### config.mk
export PLATFORM = sky130hd
export DESIGN_NAME = atb_divpipe
export DESIGN_NICKNAME = d
export VERILOG_FILES = /design/src/hw/rtl/assert_macros.svh /design/src/hw/rtl/atb_divpipe.sv
export SDC_FILE = /design/constraint.sdc
export NUM_CORES = 2
export LEC_CHECK = 0
export BUFFER_PORTS_ARGS = -buffer_cell sky130_fd_sc_hd__buf_4
export CAP_MARGIN = 25
export CORE_ASPECT_RATIO = 1.2
export CORE_UTILIZATION = 45
export DETAILED_ROUTE_END_ITERATION = 7
export GPL_TIMING_DRIVEN = 1
export SLEW_MARGIN = 40
export SYNTH_ARGS = -nofsm -noshare
export SYNTH_HDL_FRONTEND = slang
export SYNTH_SLANG_ARGS = --single-unit
export TNS_END_PERCENT = 20
### constraint.sdc
create_clock -name clock -period 5.45 [get_ports clock]
set_input_delay 1.09 -clock clock [delete_from_list [all_inputs] [get_ports clock]]
set_output_delay 1.09 -clock clock [all_outputs]
set_load 0.05 [all_outputs]
### src/hw/rtl/assert_macros.svh
// Assertion macros used by the taskfile builder top level.
`ifndef ASSERT_MACROS_SVH
`define ASSERT_MACROS_SVH

// Same-cycle implication, checked outside reset.
`define ASSERT_IMPLY(label, clk, rst, cond, prop) \
   label: assert property (@(posedge clk) disable iff (rst) (cond) |-> (prop)) \
      else $error("assertion failed");

// Next-cycle implication, checked outside reset.
`define ASSERT_NEXT(label, clk, rst, cond, prop) \
   label: assert property (@(posedge clk) disable iff (rst) (cond) |=> (prop)) \
      else $error("assertion failed");

`endif

### src/hw/rtl/atb_divpipe.sv
// Restoring divider, one quotient bit per pipeline stage, with side payload.
module atb_divpipe #(
   parameter int N = 48,
   parameter int D = 13,
   parameter int W = 8
) (
   input  logic         clock,
   input  logic         reset,
   input  logic         advance,
   input  logic         in_valid,
   input  logic [N-1:0] in_dividend,
   input  logic [D-1:0] divisor,
   input  logic [W-1:0] in_payload,
   output logic         out_valid,
   output logic [N-1:0] out_quotient,
   output logic [D-1:0] out_remainder,
   output logic [W-1:0] out_payload
);

   logic [D-1:0] rem_ff  [N];
   logic [N-1:0] word_ff [N];
   logic [W-1:0] pay_ff  [N];
   logic         vld_ff  [N];

   for (genvar k = 0; k < N; k++) begin : g_stage
      logic [D-1:0] rem_src;
      logic [N-1:0] word_src;
      logic [W-1:0] pay_src;
      logic         vld_src;
      logic [D:0]   trial;
      logic [D:0]   diff;
      logic         take;
      logic [D-1:0] rem_in;

      if (k == 0) begin : g_first
         assign rem_src  = '0;
         assign word_src = in_dividend;
         assign pay_src  = in_payload;
         assign vld_src  = in_valid;
      end else begin : g_next
         assign rem_src  = rem_ff[k-1];
         assign word_src = word_ff[k-1];
         assign pay_src  = pay_ff[k-1];
         assign vld_src  = vld_ff[k-1];
      end

      // Shift in the next dividend bit and try the subtract
      assign trial  = {rem_src, word_src[N-1]};
      assign diff   = trial - {1'b0, divisor};
      assign take   = trial >= {1'b0, divisor};
      assign rem_in = take ? diff[D-1:0] : trial[D-1:0];

      always_ff @(posedge clock) begin
         if (reset) begin
            vld_ff[k] <= 1'b0;
         end else if (advance) begin
            vld_ff[k] <= vld_src;
         end
      end

      always_ff @(posedge clock) begin
         if (advance) begin
            rem_ff[k]  <= rem_in;
            word_ff[k] <= {word_src[N-2:0], take};
            pay_ff[k]  <= pay_src;
         end
      end
   end

   assign out_valid     = vld_ff[N-1];
   assign out_quotient  = word_ff[N-1];
   assign out_remainder = rem_ff[N-1];
   assign out_payload   = pay_ff[N-1];

endmodule

Word-level counts from Yosys, hierarchy flattened
Memory sizes are Yosys's and may differ from the RTL's. Cells that the tools add are included.

Output and inout bits: 70. Memories: 4. Bits in registers: 0. Input bits: 73. Word-level logic and storage cells: 250. RAM bits: 3360.

Magnitude comparators: 48. Bitwise operators: 48. Add/sub/neg operators: 48. Multiplexer cells: 102.

Memories: word_ff (words 48, width 48, rd ports 48, clocked after memory_dff 0, wr ports 48, RTL line atb_divpipe.sv:21) `logic [N-1:0] word_ff [N];`; rem_ff (words 48, width 13, rd ports 48, clocked after memory_dff 0, wr ports 48, RTL line atb_divpipe.sv:20) `logic [D-1:0] rem_ff [N];`; pay_ff (words 48, width 8, rd ports 48, clocked after memory_dff 0, wr ports 48, RTL line atb_divpipe.sv:22) `logic [W-1:0] pay_ff [N];`; vld_ff (words 48, width 1, rd ports 48, clocked after memory_dff 0, wr ports 48, RTL line atb_divpipe.sv:23) `logic vld_ff [N];`.

Operator list (number): $ge A14 B13 Y1 (47); $mux W13 (48); $sub A13 B13 Y13 (47); $mux W1 (54); $or A1 B1 Y1 (48); $ge A1 B13 Y1 (1); $sub A1 B13 Y13 (1).

Longest topological paths before layout
Depth in word-level cells: 4. Depth in mapped cells: 13. Gate-level depth less buffers: 11.

Worst setup path before layout
OpenSTA, ideal clock, no wires.

Kind: input port to flip-flop. Start point: input port divisor[2]. End point: memory rem_ff[1][5], in the netlist rem_ff[0][18], data pin. Buffers on the path: 1. Slack: 0.932 ns. Setup time: 0.260 ns. Required time: 5.190 ns. Arrival: 4.258 ns. Stages: 11. Path through: inv_1 ha_1 nor2b_1 o21ai_2 nand2b_1 a41o_1 a211o_1 a311o_1 a31oi_4 buf_8 mux2_4.

RTL lines: from (decl) (RTL line atb_divpipe.sv:12) `input logic [D-1:0] divisor,`; to (decl) (RTL line atb_divpipe.sv:20).

==> impl_metrics.ini <==
[detailed_routing]
wirelength_um = 228000
dr.pass1.iters = 5
drtAntennaViolNets = 0
drc = 0
vias = 65581
vias_per_cell = 5.18
avgRoutedWirePerCell_um = 18.0
drt-initial-drc-count = 4118

[clocking]
ctsResizeCount = 0
ctsHoldBuffers = 0
ctsRootBufferMaster = clkbuf_16
cts_buffers = 342
clkLatencyLatePin_ps = 880
cts.sinks = 3360
clk_pin_slew_ps = 60
tritoncts = built
cts_htree_levels = 5
cts_buffer_depth = 4
cts_setup_buffers = 0

[flow_run]
drv_cap = 0

[cells_and_area]
layout-drive-gt1-share_pct = 15.1
area_delta_synth_final_pct = 13.4
fin_area_sq_um = 153000
layout.nets = 9128
fin_cells = 12650

[critical_path]
r2r-start = word_ff[1][95]
critical_path_arrival_ps = 4630
timing.critical_path.from_type = input port
criticalPathCategory = in -> reg
cp_max_fo = 24
rrSetupSlack_ps = 2030
cp.required_ps = 6060
critical_path.max_stage_delay_ps = 790
startpoint = divisor[2]
critPathCaptureType = register
crit_path_cell_trace = buf_4 -> inv_2 -> buf_4 -> ha_1 -> nor2b_1 -> o21ai_0 -> nand2_1 -> a221oi_2 -> a211oi_1 -> or4_1 -> mux2_2
reg2regPathDepth = 12
cp-endpoint = rem_ff[0][125]
crit_path_frequent_cell = buf_4
rr_endpoint = rem_ff[1][28]
slowest_stage = or4_1

[synthesis]
synthesis.nets = 8548
ys_seq_area_share_pct = 74.6
syn_inst = 7815
synth_top_family_by_area = adder cells
synth_compound_area_share_pct = 6.12
synth_warnings = 0
synthFlopType = edfxtp_1
synth_mux_area_share_pct = 4.63
synth-async-reset-ratio_pct = 0
synth-xor-area-share_pct = 2.45
syn_area_per_cell_sq_um = 17.3
ys_seq_elements = 3360
yosys.cell_types.count = 78
synth_edf_count = 3360
synthAdderAreaFrac_pct = 6.37
synthSimpleGateAreaFrac_pct = 4.82
synth_area_sq_um = 135000

[floorplanning]
die_h_um = 602
die_w_um = 502
boundaryPins = 143
num_rows = 220
start_util_pct = 45.2
core-area_sq_um = 299000
die-area_sq_um = 303000

[global_routing]
grt_pass1_wl_um = 360000
grt_pass1_vias = 66691
gr-total-overflow = 0
antenna_found_initial = 6
grtUsageTotal_pct = 14.9
grt_max_degree = 168

[timing]
max_slew.worst_pin.slew_ps = 842
min_period_ps = 4020
finClkSkew_ps = 48.4
post-route-period-util_pct = 73.7
setup_viol = 0
fin_tns_setup_ps = 0
slew_headroom_pct = 43.7
hold_viol = 0
clock.fmax_mhz = 249
rsz0062_at_grt = false
whs_ps = 383
slew_violations = 0

[power]
p_per_area_nw_per_um2 = 529
total_power_mw = 81.0
leakagePower_nw = 55.4
ir_drop_mv = 0.305

[place]
placedInstanceArea_sq_um = 142000
gp_congestion = 0.845
hpwl_um = 140000
place_inst = 12046
io_buffers = 142

[hold_path]
hp-class = reg -> reg

[status]
status = completed
==> cells by family after synthesis <==
family / after synthesis
multiplexers: 564
flip-flops: 3360
AND/OR/NAND/NOR: 1305
XOR/XNOR: 378
adder cells (fa/ha/maj): 660
AO/OA/AOI/OAI: 1244
buffers and inverters: 304
==> layer usage <==
layer  vias up  GRT usage [%]  wire [um]
met5         -              0          0
met4         0           5.79       8310
met3       463           2.45       9400
met2      1149           25.1     111000
met1     32305           19.3      99200
li1      31664              -          -
==> worst min path at each step <==
stage | cells after the start | slack, ps | start | to
finish | 0 | 380 | word_ff[2][90] | word_ff[2][139]
global route | 1 | 330 | in_dividend[14] | word_ff[0][15]
CTS | 1 | 300 | in_dividend[8] | word_ff[0][9]
detailed placement | 0 | 400 | pay_ff[0][2] | pay_ff[0][10]
global placement | 0 | 400 | word_ff[2][404] | word_ff[2][453]
floorplan | 0 | 400 | pay_ff[0][92] | pay_ff[0][100]
==> stage by stage <==
step,setup WS (ps),util [%]
2_1_floorplan,932,-
3_5_place_dp,553,47.7
5_1_grt,1270,51.3
6_report,1430,51.3
4_1_cts,1500,51.2
3_3_place_gp,534,47.6
==> cell type report <==
cell class / instances / area [sq um]
tap: 3996 / 5000
clock buffer: 412 / 8880
sequential: 3360 / 101000
inverter: 242 / 927
antenna: 2 / 5.00
multi-input combinational: 4151 / 33000
timing repair buffer: 298 / 2700
clock inverter: 189 / 1800
fill: 24218 / 146000
==> cells in the mapped netlist, drive strengths merged (99+ instances only) <==
cell	n	area (sq um)
nand2	186	698
mux2	468	5300
xnor2	213	1870
nor2	417	1570
nand2b	101	632
a21o	136	1020
inv	242	908
edfxtp	3360	101000
o21ai	295	1490
o21a	99	743
nor2b	138	863
nor3	143	721
a21oi	300	1510
xor2	165	1450
ha	613	7670
==> placed cells by master, fill, tap and decap left out, types with 24 or more instances in the layout <==
cell,count
nand4_1,73
clkinv_1,63
a211o_1,28
mux2_2,461
xnor2_1,213
inv_1,230
mux2i_1,96
nor3_1,142
clkinv_2,49
o21ai_1,24
o21bai_1,33
and2_1,70
o21a_1,99
a31oi_1,32
o31a_1,36
xor2_1,165
a21o_1,136
nand3_1,36
a21boi_0,46
clkbuf_16,345
a211oi_1,30
a21oi_1,299
o31ai_1,35
nand2_1,186
buf_12,31
buf_4,260
nor2_1,417
fa_1,47
bufinv_16,24
or3_1,30
nor4_1,31
nand2b_1,101
clkbuf_1,67
edfxtp_1,3360
o21ai_0,264
o2bb2ai_1,26
ha_1,613
nor2b_1,137
==> report_power, final <==
| part | internal (mW) | total [mW] | leakage (nW) | switching (mW) |
|---|---|---|---|---|
| Combinational | 11.1 | 22.9 | 17.4 | 11.8 |
| Clock | 12.8 | 22.4 | 5.15 | 9.54 |
| Sequential | 33.9 | 35.8 | 32.9 | 1.94 |
==> critical path, delay by kind of cell <==
kind	cells	cell delay [ps]
and+or+nand+nor	3	1060
muxes	1	410
buffers and inverters	3	970
adders and majority gates	1	330
AOI/OAI and AO/OA	3	740
==> sequential cells by signal, summed over array words and instances, names as in the netlist <==
register and cells:
word_ff 2304, rem_ff 624, pay_ff 384, vld_ff 48
Power figures use the tool's default switching activity.
