<file path="config.mk">
export PLATFORM = sky130hd
export DESIGN_NAME = atb_decode
export DESIGN_NICKNAME = d
export VERILOG_FILES = /design/src/hw/rtl/assert_macros.svh /design/src/hw/rtl/atb_pkg.sv /design/src/hw/rtl/atb_decode.sv
export SDC_FILE = /design/constraint.sdc
export NUM_CORES = 1
export LEC_CHECK = 0
export BUFFER_PORTS_ARGS = -buffer_cell sky130_fd_sc_hd__buf_2
export CAP_MARGIN = 0
export CORE_MARGIN = 10
export CORE_UTILIZATION = 30
export CTS_CLUSTER_DIAMETER = 150
export CTS_CLUSTER_SIZE = 28
export DETAILED_ROUTE_END_ITERATION = 10
export PLACE_DENSITY = 0.58
export SYNTH_ARGS = -nofsm -noshare
export SYNTH_HDL_FRONTEND = slang
export SYNTH_SLANG_ARGS = --single-unit
export TNS_END_PERCENT = 10
</file>
<file path="constraint.sdc">
create_clock -name clock -period 9 [get_ports clock]
set_input_delay 0.45 -clock clock [delete_from_list [all_inputs] [get_ports clock]]
set_output_delay 0.45 -clock clock [all_outputs]
set_load 0.01 [all_outputs]
</file>
<file path="src/hw/rtl/assert_macros.svh">
// Assertion macros used by the taskfile builder top level.
`ifndef ASSERT_MACROS_SVH
`define ASSERT_MACROS_SVH

// Same-cycle implication, checked outside reset.
`define ASSERT_IMPLY(label, clk, rst, cond, prop) \
   label: assert property (@(posedge clk) disable iff (rst) (cond) |-> (prop)) \
      else $error("assertion failed");

// Next-cycle implication, checked outside reset.
`define ASSERT_NEXT(label, clk, rst, cond, prop) \
   label: assert property (@(posedge clk) disable iff (rst) (cond) |=> (prop)) \
      else $error("assertion failed");

`endif

</file>
<file path="src/hw/rtl/atb_pkg.sv">
// Types, codes and constants of the ATA taskfile builder.
package atb_pkg;

   // Status codes
   localparam logic [1:0] STATUS_OK       = 2'd0;
   localparam logic [1:0] STATUS_INVALID  = 2'd1;
   localparam logic [1:0] STATUS_ZERO_GEO = 2'd2;

   // Layout codes
   localparam logic [2:0] LAYOUT_CHS     = 3'd0;
   localparam logic [2:0] LAYOUT_LBA28   = 3'd1;
   localparam logic [2:0] LAYOUT_LBA28_Q = 3'd2;
   localparam logic [2:0] LAYOUT_LBA48   = 3'd3;
   localparam logic [2:0] LAYOUT_LBA48_Q = 3'd4;

   // Register indexes
   localparam logic [1:0] REG_LBA_EN   = 2'd0;
   localparam logic [1:0] REG_LBA48_EN = 2'd1;
   localparam logic [1:0] REG_HEADS    = 2'd2;
   localparam logic [1:0] REG_SPT      = 2'd3;

   // Command opcodes
   localparam logic [7:0] OP_READ_PIO     = 8'h20;
   localparam logic [7:0] OP_WRITE_PIO    = 8'h30;
   localparam logic [7:0] OP_READ_DMA     = 8'hC8;
   localparam logic [7:0] OP_WRITE_DMA    = 8'hCA;
   localparam logic [7:0] OP_READ_PIO48   = 8'h24;
   localparam logic [7:0] OP_WRITE_PIO48  = 8'h34;
   localparam logic [7:0] OP_READ_DMA48   = 8'h25;
   localparam logic [7:0] OP_WRITE_DMA48  = 8'h35;
   localparam logic [7:0] OP_READ_Q       = 8'hC7;
   localparam logic [7:0] OP_WRITE_Q      = 8'hCC;
   localparam logic [7:0] OP_READ_Q48     = 8'h26;
   localparam logic [7:0] OP_WRITE_Q48    = 8'h36;

   // Limits
   localparam logic [48:0] LBA28_LIMIT     = 49'h000000fffffff;
   localparam logic [16:0] LBA28_MAX_COUNT = 17'h00100;
   localparam logic [16:0] LBA48_MAX_COUNT = 17'h0ffff;

   localparam int TRACK_W = 13;

   // Command fields decided up front, carried alongside the dividers
   typedef struct packed {
      logic [1:0]  status;
      logic [2:0]  layout;
      logic [7:0]  opcode;
      logic [15:0] count;
      logic [4:0]  tag;
      logic [47:0] lba;
      logic        chs_fill;
   } atb_cmd_type;

   function automatic logic [7:0] pick_opcode(logic wr, logic dma, logic wide);
      logic [7:0] op;
      if (wide) begin
         if (dma) op = wr ? OP_WRITE_DMA48 : OP_READ_DMA48;
         else     op = wr ? OP_WRITE_PIO48 : OP_READ_PIO48;
      end else begin
         if (dma) op = wr ? OP_WRITE_DMA : OP_READ_DMA;
         else     op = wr ? OP_WRITE_PIO : OP_READ_PIO;
      end
      return op;
   endfunction

endpackage

</file>
<file path="src/hw/rtl/atb_decode.sv">
// Front stage: picks the layout, opcode, status, count, tag and LBA for each request.
module atb_decode (
   input  logic                clock,
   input  logic                reset,
   input  logic                advance,
   input  logic                in_valid,
   input  logic [47:0]         start_block,
   input  logic [16:0]         block_total,
   input  logic                write_req,
   input  logic                use_dma,
   input  logic                queued,
   input  logic [4:0]          queue_tag,
   input  logic                lba_enable,
   input  logic                lba48_enable,
   input  logic [atb_pkg::TRACK_W-1:0] track,
   output logic                out_valid,
   output logic [47:0]         out_start,
   output atb_pkg::atb_cmd_type out_cmd
);

   logic                 valid_ff;
   logic [47:0]          start_ff;
   atb_pkg::atb_cmd_type cmd_ff;
   atb_pkg::atb_cmd_type cmd_in;
   logic                 over28;
   logic                 wide;
   logic [48:0]          end_blk;

   assign end_blk = {1'b0, start_block} + {32'd0, block_total};
   assign over28  = block_total > atb_pkg::LBA28_MAX_COUNT;
   assign wide    = lba48_enable && ((end_blk > atb_pkg::LBA28_LIMIT) || over28);

   // Decide the command fields
   always_comb begin
      cmd_in = '0;
      if (lba_enable) begin
         if (wide) begin
            if (block_total > atb_pkg::LBA48_MAX_COUNT) begin
               cmd_in.status = atb_pkg::STATUS_INVALID;
            end else begin
               cmd_in.count = block_total[15:0];
               cmd_in.lba   = start_block;
               if (queued) begin
                  cmd_in.layout = atb_pkg::LAYOUT_LBA48_Q;
                  cmd_in.opcode = write_req ? atb_pkg::OP_WRITE_Q48 : atb_pkg::OP_READ_Q48;
                  cmd_in.tag    = queue_tag;
               end else begin
                  cmd_in.layout = atb_pkg::LAYOUT_LBA48;
                  cmd_in.opcode = atb_pkg::pick_opcode(write_req, use_dma, 1'b1);
               end
            end
         end else if (over28) begin
            cmd_in.status = atb_pkg::STATUS_INVALID;
         end else begin
            cmd_in.count = {8'd0, block_total[7:0]};
            cmd_in.lba   = {20'd0, start_block[27:0]};
            if (queued) begin
               cmd_in.layout = atb_pkg::LAYOUT_LBA28_Q;
               cmd_in.opcode = write_req ? atb_pkg::OP_WRITE_Q : atb_pkg::OP_READ_Q;
               cmd_in.tag    = queue_tag;
            end else begin
               cmd_in.layout = atb_pkg::LAYOUT_LBA28;
               cmd_in.opcode = atb_pkg::pick_opcode(write_req, use_dma, 1'b0);
            end
         end
      end else if (over28) begin
         cmd_in.status = atb_pkg::STATUS_INVALID;
      end else if (track == '0) begin
         cmd_in.status = atb_pkg::STATUS_ZERO_GEO;
      end else begin
         cmd_in.layout   = atb_pkg::LAYOUT_CHS;
         cmd_in.opcode   = atb_pkg::pick_opcode(write_req, use_dma, 1'b0);
         cmd_in.count    = {8'd0, block_total[7:0]};
         cmd_in.chs_fill = 1'b1;
      end
   end

   // Hold the decision
   always_ff @(posedge clock) begin
      if (reset) begin
         valid_ff <= 1'b0;
      end else if (advance) begin
         valid_ff <= in_valid;
      end
   end

   always_ff @(posedge clock) begin
      if (advance) begin
         start_ff <= start_block;
         cmd_ff   <= cmd_in;
      end
   end

   assign out_valid = valid_ff;
   assign out_start = start_ff;
   assign out_cmd   = cmd_ff;

endmodule

</file>
Yosys cells after proc, flatten, opt, wreduce, memory -nomap -nowiden. Cells that the tools add are included.

Add/sub/neg operators: 1. Order comparisons: 3. Multiplexer cells: 22. Reduce and logical (&&, ||, !) cells: 4.

Operator list (count): 2-to-1 mux 82 bit (1); 2-to-1 mux 80 bit (1); 2-to-1 mux 79 bit (1); adder 48 x 17 -> 49 bit (1); > comparator 49 x 28 -> 1 bit (second input constant) (1); 2-to-1 mux 24 bit (2); 2-to-1 mux 5 bit (6); 2-to-1 mux 29 bit (1); > comparator 17 x 16 -> 1 bit (second input constant) (1); > comparator 17 x 9 -> 1 bit (second input constant) (1); logical NOT 13 bit (1); 2-to-1 mux 11 bit (1); 2-to-1 mux 10 bit (1); 2-to-1 mux 8 bit (1); 2-to-1 mux 2 bit (3); 2-to-1 mux 4 bit (1); 2-to-1 mux 1 bit (3); OR reduction 2 bit (1); logical AND 1 bit (1); logical OR 1 bit (1).

Bits in registers: 132. Input port bits: 92. Output and inout port bits: 132. Logic and storage cells: 39.

Depth between registers and ports, before layout. Gate-level depths: netlist of the first run.

Depth in word-level cells: 6. Mapped depth: 15. Depth with buffers taken out: 14.

Least setup slack after synthesis of the first run. Ideal clock, no wire load.

Path kind: input to register. Start point: in start_block[11]. End point: reg cmd_ff, in the netlist out_cmd[52] (data pin). Setup time: 256 ps. Data arrival time: 3307 ps. Required time: 8744 ps. Setup slack: 5437 ps. Cell stages on the path: 13. Path buffers: 1. Cells stage by stage: ha_1 -> and4_1 -> nand2_1 -> o22ai_4 -> o21ai_2 -> or2_1 -> or4_1 -> a22oi_1 -> nor4b_2 -> a21boi_2 -> mux2i_4 -> buf_6 -> and4_1.

Longest elaborated chain between the ends: 5.

Ends and longest elaborated chain: start, declared (line atb_decode.sv:7) `input logic [47:0] start_block,`; adder 48 x 17 -> 49 bit (line atb_decode.sv:29) `assign end_blk = {1'b0, start_block} + {32'd0, block_total};`; > comparator 49 x 28 -> 1 bit (line atb_decode.sv:31) `assign wide = lba48_enable && ((end_blk > atb_pkg::LBA28_LIMIT) || over28);`; logical OR 1 bit (line atb_decode.sv:31); logical AND 1 bit (line atb_decode.sv:31); 2-to-1 mux 82 bit (line atb_decode.sv:37) `if (wide) begin`; end signal, assigned (line atb_decode.sv:90) `cmd_ff <= cmd_in;`; end, declared (line atb_decode.sv:23) `atb_pkg::atb_cmd_type cmd_ff;`.

Every way passes these cells. A chain may end at the register's enable or synchronous reset.

Worst setup path in the final report of the first run.
Start point: in block_total[16]. End point: reg cmd_ff, in the netlist out_cmd[53] (data pin).

Longest elaborated chain between the ends: 5. Elaborated cells on any way between the ends: 9. Classes of those cells: 1 x add/sub; 3 x order compare; 3 x mux; 2 x reduce/logical.

Ends and longest elaborated chain: start, declared (line atb_decode.sv:8) `input logic [16:0] block_total,`; adder 48 x 17 -> 49 bit (line atb_decode.sv:29); > comparator 49 x 28 -> 1 bit (line atb_decode.sv:31); logical OR 1 bit (line atb_decode.sv:31); logical AND 1 bit (line atb_decode.sv:31); 2-to-1 mux 82 bit * (line atb_decode.sv:37).

Mark *: on every way between the ends. The rest lies on a longest branch, timed or not.

==> out/qor_table.md, run 1 <==
| Step | Result | Reported |
|:---|:---|:---|
| routing | Antenna viol nets, final | 0 |
| clocking | Number of sinks handled by clock tree synthesis | 131 |
| placed design | Cell count after placement | 895 |
| synthesis | Unique cell type count in the Yosys netlist | 59 |
| sta | Setup repair after global routing missed its margin | no |
| sta | Transition time at the pin with the least slew margin | 0.955 ns |
| global routing | Wire length of the first global-routing pass | 28100 um |
| final layout | Ratio of cells with drive above 1 in the final layout | 0.406 |
| routing | Vias after detailed routing | 4456 |
| global routing | Met2 GRT Util | 0.224 |
| die | Die Ht | 160 um |
| power and ir drop | Psw | 395 uW |
| setup path | Cell-by-cell trace of the critical path | buf_2 > ha_1 > nand2_1 > o21ai_0 > or2_1 > o21ai_2 > or2_1 > or4_1 > a22oi_1 > nor4b_2 > a21boi_2 > mux2i_4 > and4_2 |
| setup path | Data required, critical path | 9.28 ns |
| power and ir drop | Power density over cell area | 205 mW/mm^2 |
| synthesis | Mapped Avg Cell Area | 13.9 um^2 |
| sta | Number of hold-slack violations in the final timing report | 0 |
| outcome | Outcome | completed |
| sta | Relative max-transition margin | 0.350 |
| power and ir drop | Logic pwr share | 0.109 |
| power and ir drop | Fraction of power consumed by the clock network | 0.442 |
| synthesis | Post-synth EDFFs | 130 |
| final layout | Post-layout instance area | 0.00787 mm^2 |
| synthesis | Yosys synthesis warning count | 0 |
| setup path | Critical path fanouts, max | 34 |
| routing | Number of DRC violations after detailed routing | 0 |
| flow run | Maximum Capacitance Violations | 0 |
| global routing | Number of global-route vias before repair | 4790 |
| sta | Ratio of final minimum period to clock period | 0.462 |
| placed design | Post-detailed-placement half-perimeter wirelength | 13700 um |
| global routing | Number of antenna violations at the first check in global routing | 1 |
| die | Number of core rows | 51 |
| clocking | Cell at the root of the clock tree | sky130_fd_sc_hd__clkbuf_16 |
| setup path | Kind of capture point of the worst setup path | flip-flop |
| clocking | Post-CTS setup buffer count | 0 |
| routing | Starting DRT DRC Count | 245 |
| die | Starting density of the core | 0.304 |
| routing | Avg Vias per Cell | 4.81 |
| synthesis | Synth async-reset ratio | 0 |
| min path | Path category of the worst min-delay check | in -> reg |
| synthesis | Synth Cell Area | 0.00587 mm^2 |
| setup path | Cell seen most often among critical-path stages | sky130_fd_sc_hd__or2_1 |
| global routing | GR Layer Usage met1 | 0.164 |
| power and ir drop | IR Drop Worst-Case VDD | 0.124 mV |
| final layout | Inserted Diodes | 0 |
| global routing | Global route hottest layer | met2 |
| power and ir drop | Net Sw Frac | 0.244 |
| synthesis | Syn_nets | 531 |
| placed design | Placer's final routability congestion estimate | 0.787 |
| global routing | Total overflow reported by the global router | 0 |
| clocking | TritonCTS clock tree | built |
| placed design | Placement-stage cell area | 0.00726 mm^2 |
| routing | Drt first pass iters | 5 |
| clocking | Worst-skew pair later-pin latency | 0.41 ns |
| die | Number of top-level pins | 224 |
| setup path | Data arrival at the endpoint of the critical path | 4.44 ns |
| final layout | Final Net Count | 759 |
| sta | Number of max-slew violations in the final report | 0 |
| clocking | Maximum buffer depth of the clock tree | 2 |
| final layout | Area growth, synth to finish | 34.0% |
| sta | Clock tree skew after final layout | 0 ns |
| clocking | CTS H-Tree Depth | 4 |
| synthesis | Dominant synthesized flop cell | sky130_fd_sc_hd__edfxtp_1 |
| placed design | Number of input and output port buffers inserted | 223 |
| die | Floorplan die width | 160 um |
| sta | Post-route minimum period | 4.16 ns |
| sta | Final setup fails | 0 |
| clocking | Resize count post-CTS | 0 |
| power and ir drop | Leakage component of the power | 3.24 nW |
| die | Area of the placeable core | 0.0193 mm^2 |
| power and ir drop | Post-route total power | 1.62 mW |
| setup path | Delay contributed by the slowest stage of the critical path | 0.79 ns |
| setup path | CP max-delay cell | sky130_fd_sc_hd__mux2i_4 |
| sta | Fmax achieved | 240 MHz |
| final layout | Final standard cell count with taps included and fillers excluded | 927 |
| synthesis | Sequential area share after synthesis | 0.668 |
| sta | Post-route setup TNS | 0 ns |
| global routing | Gr usage total | 0.141 |
| clocking | TritonCTS buffer count | 17 |
| power and ir drop | Proportion of power drawn by flip-flops and latches | 0.450 |
| clocking | CTS clock-pin slew for the worst setup and hold paths | 0.06 ns |
| die | DIE AREA | 0.0256 mm^2 |
| setup path | Start-to-end type of the worst setup path | in -> reg |
| synthesis | Gate count after technology mapping | 421 |
| global routing | Met3 GRT Util | 0.0704 |
| clocking | Count of hold buffers inserted by post-cts repair | 0 |
| synthesis | Flip-flop and latch count after synthesis | 131 |
| routing | Post-Route WL | 18100 um |
| power and ir drop | Cell-internal power | 1.22 mW |
| setup path | Startpoint Class | input pin |
| routing | Average wire length per cell after detail routing | 19.5 um |
| global routing | Pin count of the biggest net entering global routing | 67 |
-- registers in the layout, indices dropped and copies added (netlist names) --
signal	count
out_start	48
out_cmd	82
out_valid	1
-- worst paths after layout --
check | slack [ns] | to | cells past startpoint | from
setup / recovery | 4.84 | out_cmd[53] | 13 | block_total[16]
hold / removal | 0.19 | out_valid | 2 | reset
setup reg to reg | 8.40 | out_valid | 2 | out_valid
hold reg to reg | 0.53 | out_valid | 2 | out_valid
-- placed cells by master (no fill, tap or decap), drive strengths merged, types with 11 or more instances in the layout --
cell type | Yosys | routed
clkbuf | 12 | 18
nand4 | 12 | 12
inv | 11 | 13
edfxtp | 130 | 130
nor2 | 15 | 15
ha | 17 | 17
nand3 | 11 | 11
buf | 5 | 226
nand2 | 18 | 18
and2 | 34 | 34
a21oi | 18 | 18
and3 | 34 | 34
-- metal layers --
metal | up-vias | wire [um]
met3 | 12 | 1790
met4 | 2 | 175
met2 | 192 | 8380
li1 | 2109 | -
met5 | - | 13
met1 | 2141 | 7710
-- power by group through the flow --
| stage | registers [mW] | clock network (mW) | logic, mW |
|---|---|---|---|
| 2_1_floorplan | 0.764 | 0 | 0.0486 |
| 3_3_place_gp | 0.739 | 0 | 0.176 |
| 3_5_place_dp | 0.740 | 0 | 0.179 |
| 4_1_cts | 0.727 | 0.731 | 0.179 |
| 5_1_grt | 0.731 | 0.760 | 0.195 |
| 6_report | 0.727 | 0.714 | 0.175 |
-- synthesized netlist by cell type, types with 3 or more instances --
cell type	n	area, um^2
sky130_fd_sc_hd__nand2_1	18	67.6
sky130_fd_sc_hd__or4_1	5	37.5
sky130_fd_sc_hd__nor2b_1	8	50.1
sky130_fd_sc_hd__o211ai_1	7	52.6
sky130_fd_sc_hd__mux2i_1	4	40.0
sky130_fd_sc_hd__a21oi_1	18	90.1
sky130_fd_sc_hd__and2_1	34	213
sky130_fd_sc_hd__nand3_1	10	50.1
sky130_fd_sc_hd__and3_1	34	213
sky130_fd_sc_hd__nor4_1	8	50.1
sky130_fd_sc_hd__nor3_1	6	30.0
sky130_fd_sc_hd__a211oi_1	3	22.5
sky130_fd_sc_hd__a21o_1	4	30.0
sky130_fd_sc_hd__nor2_1	15	56.3
sky130_fd_sc_hd__o21ai_0	3	15.0
sky130_fd_sc_hd__nor3b_1	5	37.5
sky130_fd_sc_hd__inv_1	11	41.3
sky130_fd_sc_hd__nand4_1	12	75.1
sky130_fd_sc_hd__buf_6	3	33.8
sky130_fd_sc_hd__ha_1	17	213
sky130_fd_sc_hd__edfxtp_1	130	3900
sky130_fd_sc_hd__xnor2_1	5	43.8
sky130_fd_sc_hd__clkbuf_1	11	41.3
sky130_fd_sc_hd__and4_1	4	35.0
sky130_fd_sc_hd__o31ai_1	4	30.0
-- final cells by class --
class | count | area, um^2
fill | 1845 | 11500
multi-input combinational | 262 | 1820
clock buffer | 18 | 429
tap | 265 | 332
clock inverter | 14 | 179
inverter | 11 | 41.3
timing repair buffer | 226 | 1140
sequential | 131 | 3920
-- critical path, delay by kind of cell --
kind	cells	cell delay [ns]
multiplexers	1	0.79
buffers and inverters	1	0.15
adder cells (fa/ha/maj)	1	0.33
AND/OR/NAND/NOR	6	1.84
AO/OA/AOI/OAI	4	0.86
-- kinds of logic after synthesis --
kind of cell | count (synthesis) | synth area share
AO/OA/AOI/OAI | 64 | 0.0793
XOR/XNOR | 6 | 0.00895
adder cells (fa/ha/maj) | 18 | 0.0396
buffers and inverters | 28 | 0.0228
flip-flops | 131 | 0.668
multiplexers | 5 | 0.0107
AND/OR/NAND/NOR | 169 | 0.170
-- stage by stage --
stage / util / hold slack [ns] / worst slack [ns]
detailed placement: 0.375 / 0.517 / 4.33
floorplan: - / 0.522 / 5.44
CTS: 0.407 / 0.168 / 4.77
global route: 0.407 / 0.179 / 4.45
finish: 0.407 / 0.193 / 4.84
global placement: 0.375 / 0.468 / 4.51
No activity file was read; power rests on OpenSTA's default activity.
==> inputs of run 2 (changes only) <==
Clock period 9 ns to 4.3 ns, I/O delays scaled along.
==> run 2 against run 1 <==
  * Sequential cell count stayed put
  * Largest power group unchanged
  * Total power is 110% higher
  * Global-route usage is 0.16 points higher
  * Cell count is 1.4% higher
  * First-iteration DRC count is 2.9% higher
  * Die area stayed put
  * Final area is 1.2% higher
  * Critical endpoint unchanged
  * Via count is 1.0% higher
  * Utilization is 0.49 points higher
  * Setup slack worse by 4.5 ns
  * Clock-buffer cell count is 1 higher
==> out/qor_table.md, run 2 (same netlist as run 1, synthesis figures left out) <==
| Step | Result | Reported | vs previous |
|:---|:---|:---|:---|
| die | Area of the placeable core | 0.0193 mm^2 | unchanged |
| setup path | Cell seen most often among critical-path stages | sky130_fd_sc_hd__or2_1 |  |
| power and ir drop | Logic pwr share | 0.112 | +0.003 |
| setup path | Crit path capture | out_cmd[53] |  |
| final layout | Area growth, synth to finish | 35.6% |  |
| routing | Antenna viol nets, final | 0 | unchanged |
| final layout | Ratio of cells with drive above 1 in the final layout | 0.396 | -0.0102 |
| final layout | Final Net Count | 771 | +1.6% |
| final layout | Top library cells by usage in the layout, fill and taps aside | sky130_fd_sc_hd__buf_2, sky130_fd_sc_hd__edfxtp_1, sky130_fd_sc_hd__and3_1, sky130_fd_sc_hd__and2_1, sky130_fd_sc_hd__nand2_1 |  |
| sta | Relative max-transition margin | 0.393 | +0.0429 |
| routing | Drt first pass iters | 5 | unchanged |
| final layout | Final core utilization | 0.412 | +0.00485 |
| die | Floorplan die width | 160 um | unchanged |
| routing | Post-Route WL | 18400 um | +1.6% |
| sta | Setup repair after global routing missed its margin | no |  |
| sta | Worst Hold Slack | 0.0117 ns | -0.181 ns |
| power and ir drop | Power density over cell area | 419 mW/mm^2 | +100% |
| setup path | Data arrival at the endpoint of the critical path | 4.12 ns | -0.32 ns |
| sta | Transition time at the pin with the least slew margin | 0.911 ns | -0.0440 ns |
| global routing | Pin count of the biggest net entering global routing | 100 | +49% |
| sta | Final setup fails | 0 | unchanged |
| setup path | Worst R2R Path Depth | 2 | unchanged |
| setup path | Critical path depth in cells | 15 | +2 |
| sta | Number of max-slew violations in the final report | 0 | unchanged |
| final layout | Max FFs per register | 82 | unchanged |
| die | Number of core rows | 51 | unchanged |
| power and ir drop | Leakage component of the power | 3.29 nW | +1.5% |
| routing | Number of DRC violations after detailed routing | 0 | unchanged |
| die | Starting density of the core | 0.304 | unchanged |
| global routing | Number of antenna violations at the first check in global routing | 2 | +1 |
| clocking | TritonCTS clock tree | built |  |
| sta | Post-route minimum period | 3.95 ns |  |
| power and ir drop | Cell-internal power | 2.54 mW | +110% |
| setup path | Data required, critical path | 4.47 ns | -4.81 ns |
| power and ir drop | Proportion of power drawn by flip-flops and latches | 0.456 | +0.006 |
| setup path | Delay contributed by the slowest stage of the critical path | 0.54 ns | -0.25 ns |
| final layout | Most common cell after layout, fill and taps aside | sky130_fd_sc_hd__buf_2 |  |
| power and ir drop | Net Sw Frac | 0.238 | -0.00606 |
| outcome | Outcome | completed |  |
| final layout | Post-layout instance area | 0.00796 mm^2 | +1.2% |
| routing | Vias after detailed routing | 4502 | +1.0% |
| setup path | CP max-delay cell | sky130_fd_sc_hd__or4_1 |  |
| min path | Worst Hold Depth | 1 | -1 |
| flow run | Maximum Capacitance Violations | 0 | unchanged |
| setup path | Buf+Inv Stages, Crit Path | 3 | +2 |
| clocking | Cell at the root of the clock tree | sky130_fd_sc_hd__clkbuf_16 |  |
| setup path | R2R Setup Slk | 3.71 ns | -4.69 ns |
| clocking | Worst-skew pair later-pin latency | 0.41 ns | about the same |
| setup path | Critical path fanouts, max | 18 | -47% |
| min path | Path category of the worst min-delay check | in -> reg |  |
| routing | Avg Vias per Cell | 4.79 | -0.36% |
| power and ir drop | IR Drop Worst-Case VDD | 0.269 mV | +120% |
| placed design | Placer's final routability congestion estimate | 0.885 | +13% |
| setup path | Critical R2R Launch | out_valid |  |
| die | Die Ht | 160 um | unchanged |
| clocking | TritonCTS buffer count | 17 | unchanged |
| power and ir drop | Psw | 795 uW | +100% |
| sta | Number of hold-slack violations in the final timing report | 0 | unchanged |
| die | Number of top-level pins | 224 | unchanged |
| power and ir drop | Fraction of power consumed by the clock network | 0.431 | -0.011 |
| global routing | Wire length of the first global-routing pass | 28600 um | +1.6% |
| routing | Starting DRT DRC Count | 252 | +2.9% |
| setup path | Cell-by-cell trace of the critical path | dlygate4sd3_1 > buf_2 > ha_1 > a21oi_1 > o21ai_0 > or2_1 > o21ai_2 > or2_1 > or4_1 > a22oi_1 > nor4b_4 > a21boi_2 > mux2i_4 > buf_4 > and4_2 |  |
| setup path | Startpoint Class | input pin |  |
| clocking | Number of sinks handled by clock tree synthesis | 131 | unchanged |
| clocking | Maximum buffer depth of the clock tree | 2 | unchanged |
| setup path | Kind of cell with the highest combined delay on the critical path | simple AND/OR/NAND/NOR gates |  |
| sta | Fmax achieved | 253 MHz |  |
| sta | Ratio of final minimum period to clock period | 0.919 |  |
| sta | Post-route setup TNS | 0 ns | unchanged |
| placed design | Post-detailed-placement half-perimeter wirelength | 13900 um | +1.4% |
| placed design | Placement-stage cell area | 0.00729 mm^2 | +0.41% |
| setup path | Capturing point of the worst reg2reg path | out_valid |  |
| clocking | CTS clock-pin slew for the worst setup and hold paths | 0.06 ns | about the same |
| global routing | Number of global-route vias before repair | 4926 | +2.8% |
| placed design | Number of input and output port buffers inserted | 223 | unchanged |
| routing | Average wire length per cell after detail routing | 19.5 um | +0.18% |
| die | DIE AREA | 0.0256 mm^2 | unchanged |
| setup path | Start-to-end type of the worst setup path | in -> reg |  |
| sta | Clock tree skew after final layout | 0 ns | unchanged |
| setup path | Kind of capture point of the worst setup path | flip-flop |  |
| setup path | Worst setup startpoint | start_block[14] |  |
| global routing | Gr usage total | 0.143 | +0.00163 |
| clocking | CTS H-Tree Depth | 4 | unchanged |
| global routing | Total overflow reported by the global router | 0 | unchanged |
[run 2: cell count changes in the layout (fill, tap and decap cells not counted), sizes merged, moves of 2 or more]
cell	before	now
buf	226	230
clkinv	6	8
dlygate4sd3	0	8
inv	13	11
[run 2: per-stage QoR]
step / cells / power, mW / worst slack [ns]
after floorplan: 421 / 1.70 / 0.972
after global placement: 899 / 1.92 / 0.388
after detailed placement: 899 / 1.93 / 0.287
after CTS: 939 / 3.38 / 0.253
after global routing: 940 / 3.48 / 0.125
final: 940 / 3.34 / 0.350
[run 2: power by group through the flow]
stage               Combinational [mW]  Sequential [mW]  Clock [mW]
floorplan                        0.102             1.60           0
global placement                 0.369             1.55           0
detailed placement               0.376             1.55           0
CTS                              0.382             1.52        1.47
global route                     0.416             1.53        1.53
finish                           0.375             1.52        1.44
[run 2: area by class of cell]
class | instances | area [um^2]
diodes | 1 | 2.50
fillers | 1824 | 11400
multi-input cells | 262 | 1830
repair buffers | 238 | 1250
flip-flops and latches | 131 | 3920
well taps | 265 | 332
clock inverters | 13 | 141
clock buffers | 19 | 433
inverters | 11 | 41.3
[run 2: worst min-delay path by stage]
stage | startpoint | to | slack (ns)
after global placement | reset | out_valid | 0.37
after global routing | start_block[15] | out_start[15] | 0.004
after CTS | start_block[19] | out_start[19] | 0.0002
after detailed placement | reset | out_valid | 0.38
final | start_block[19] | out_start[19] | 0.01
after floorplan | reset | out_valid | 0.29
[run 2: timing repair]
| action | 4_1_cts | 5_1_grt |
|---|---|---|
| resized for setup | 0 | 2 |
| endpoints found under the setup margin | 0 | 2 |
| endpoints found under the hold margin | 8 | 0 |
| setup buffers | 0 | 0 |
| hold buffers | 8 | 0 |
[run 2: metal layers]
layer | global-route usage | vias up | wire [um]
li1 | - | 2123 | -
met1 | 0.168 | 2137 | 7820
met2 | 0.231 | 213 | 8530
met3 | 0.0591 | 27 | 1670
met4 | 0.0476 | 2 | 315
met5 | 0 | - | 11
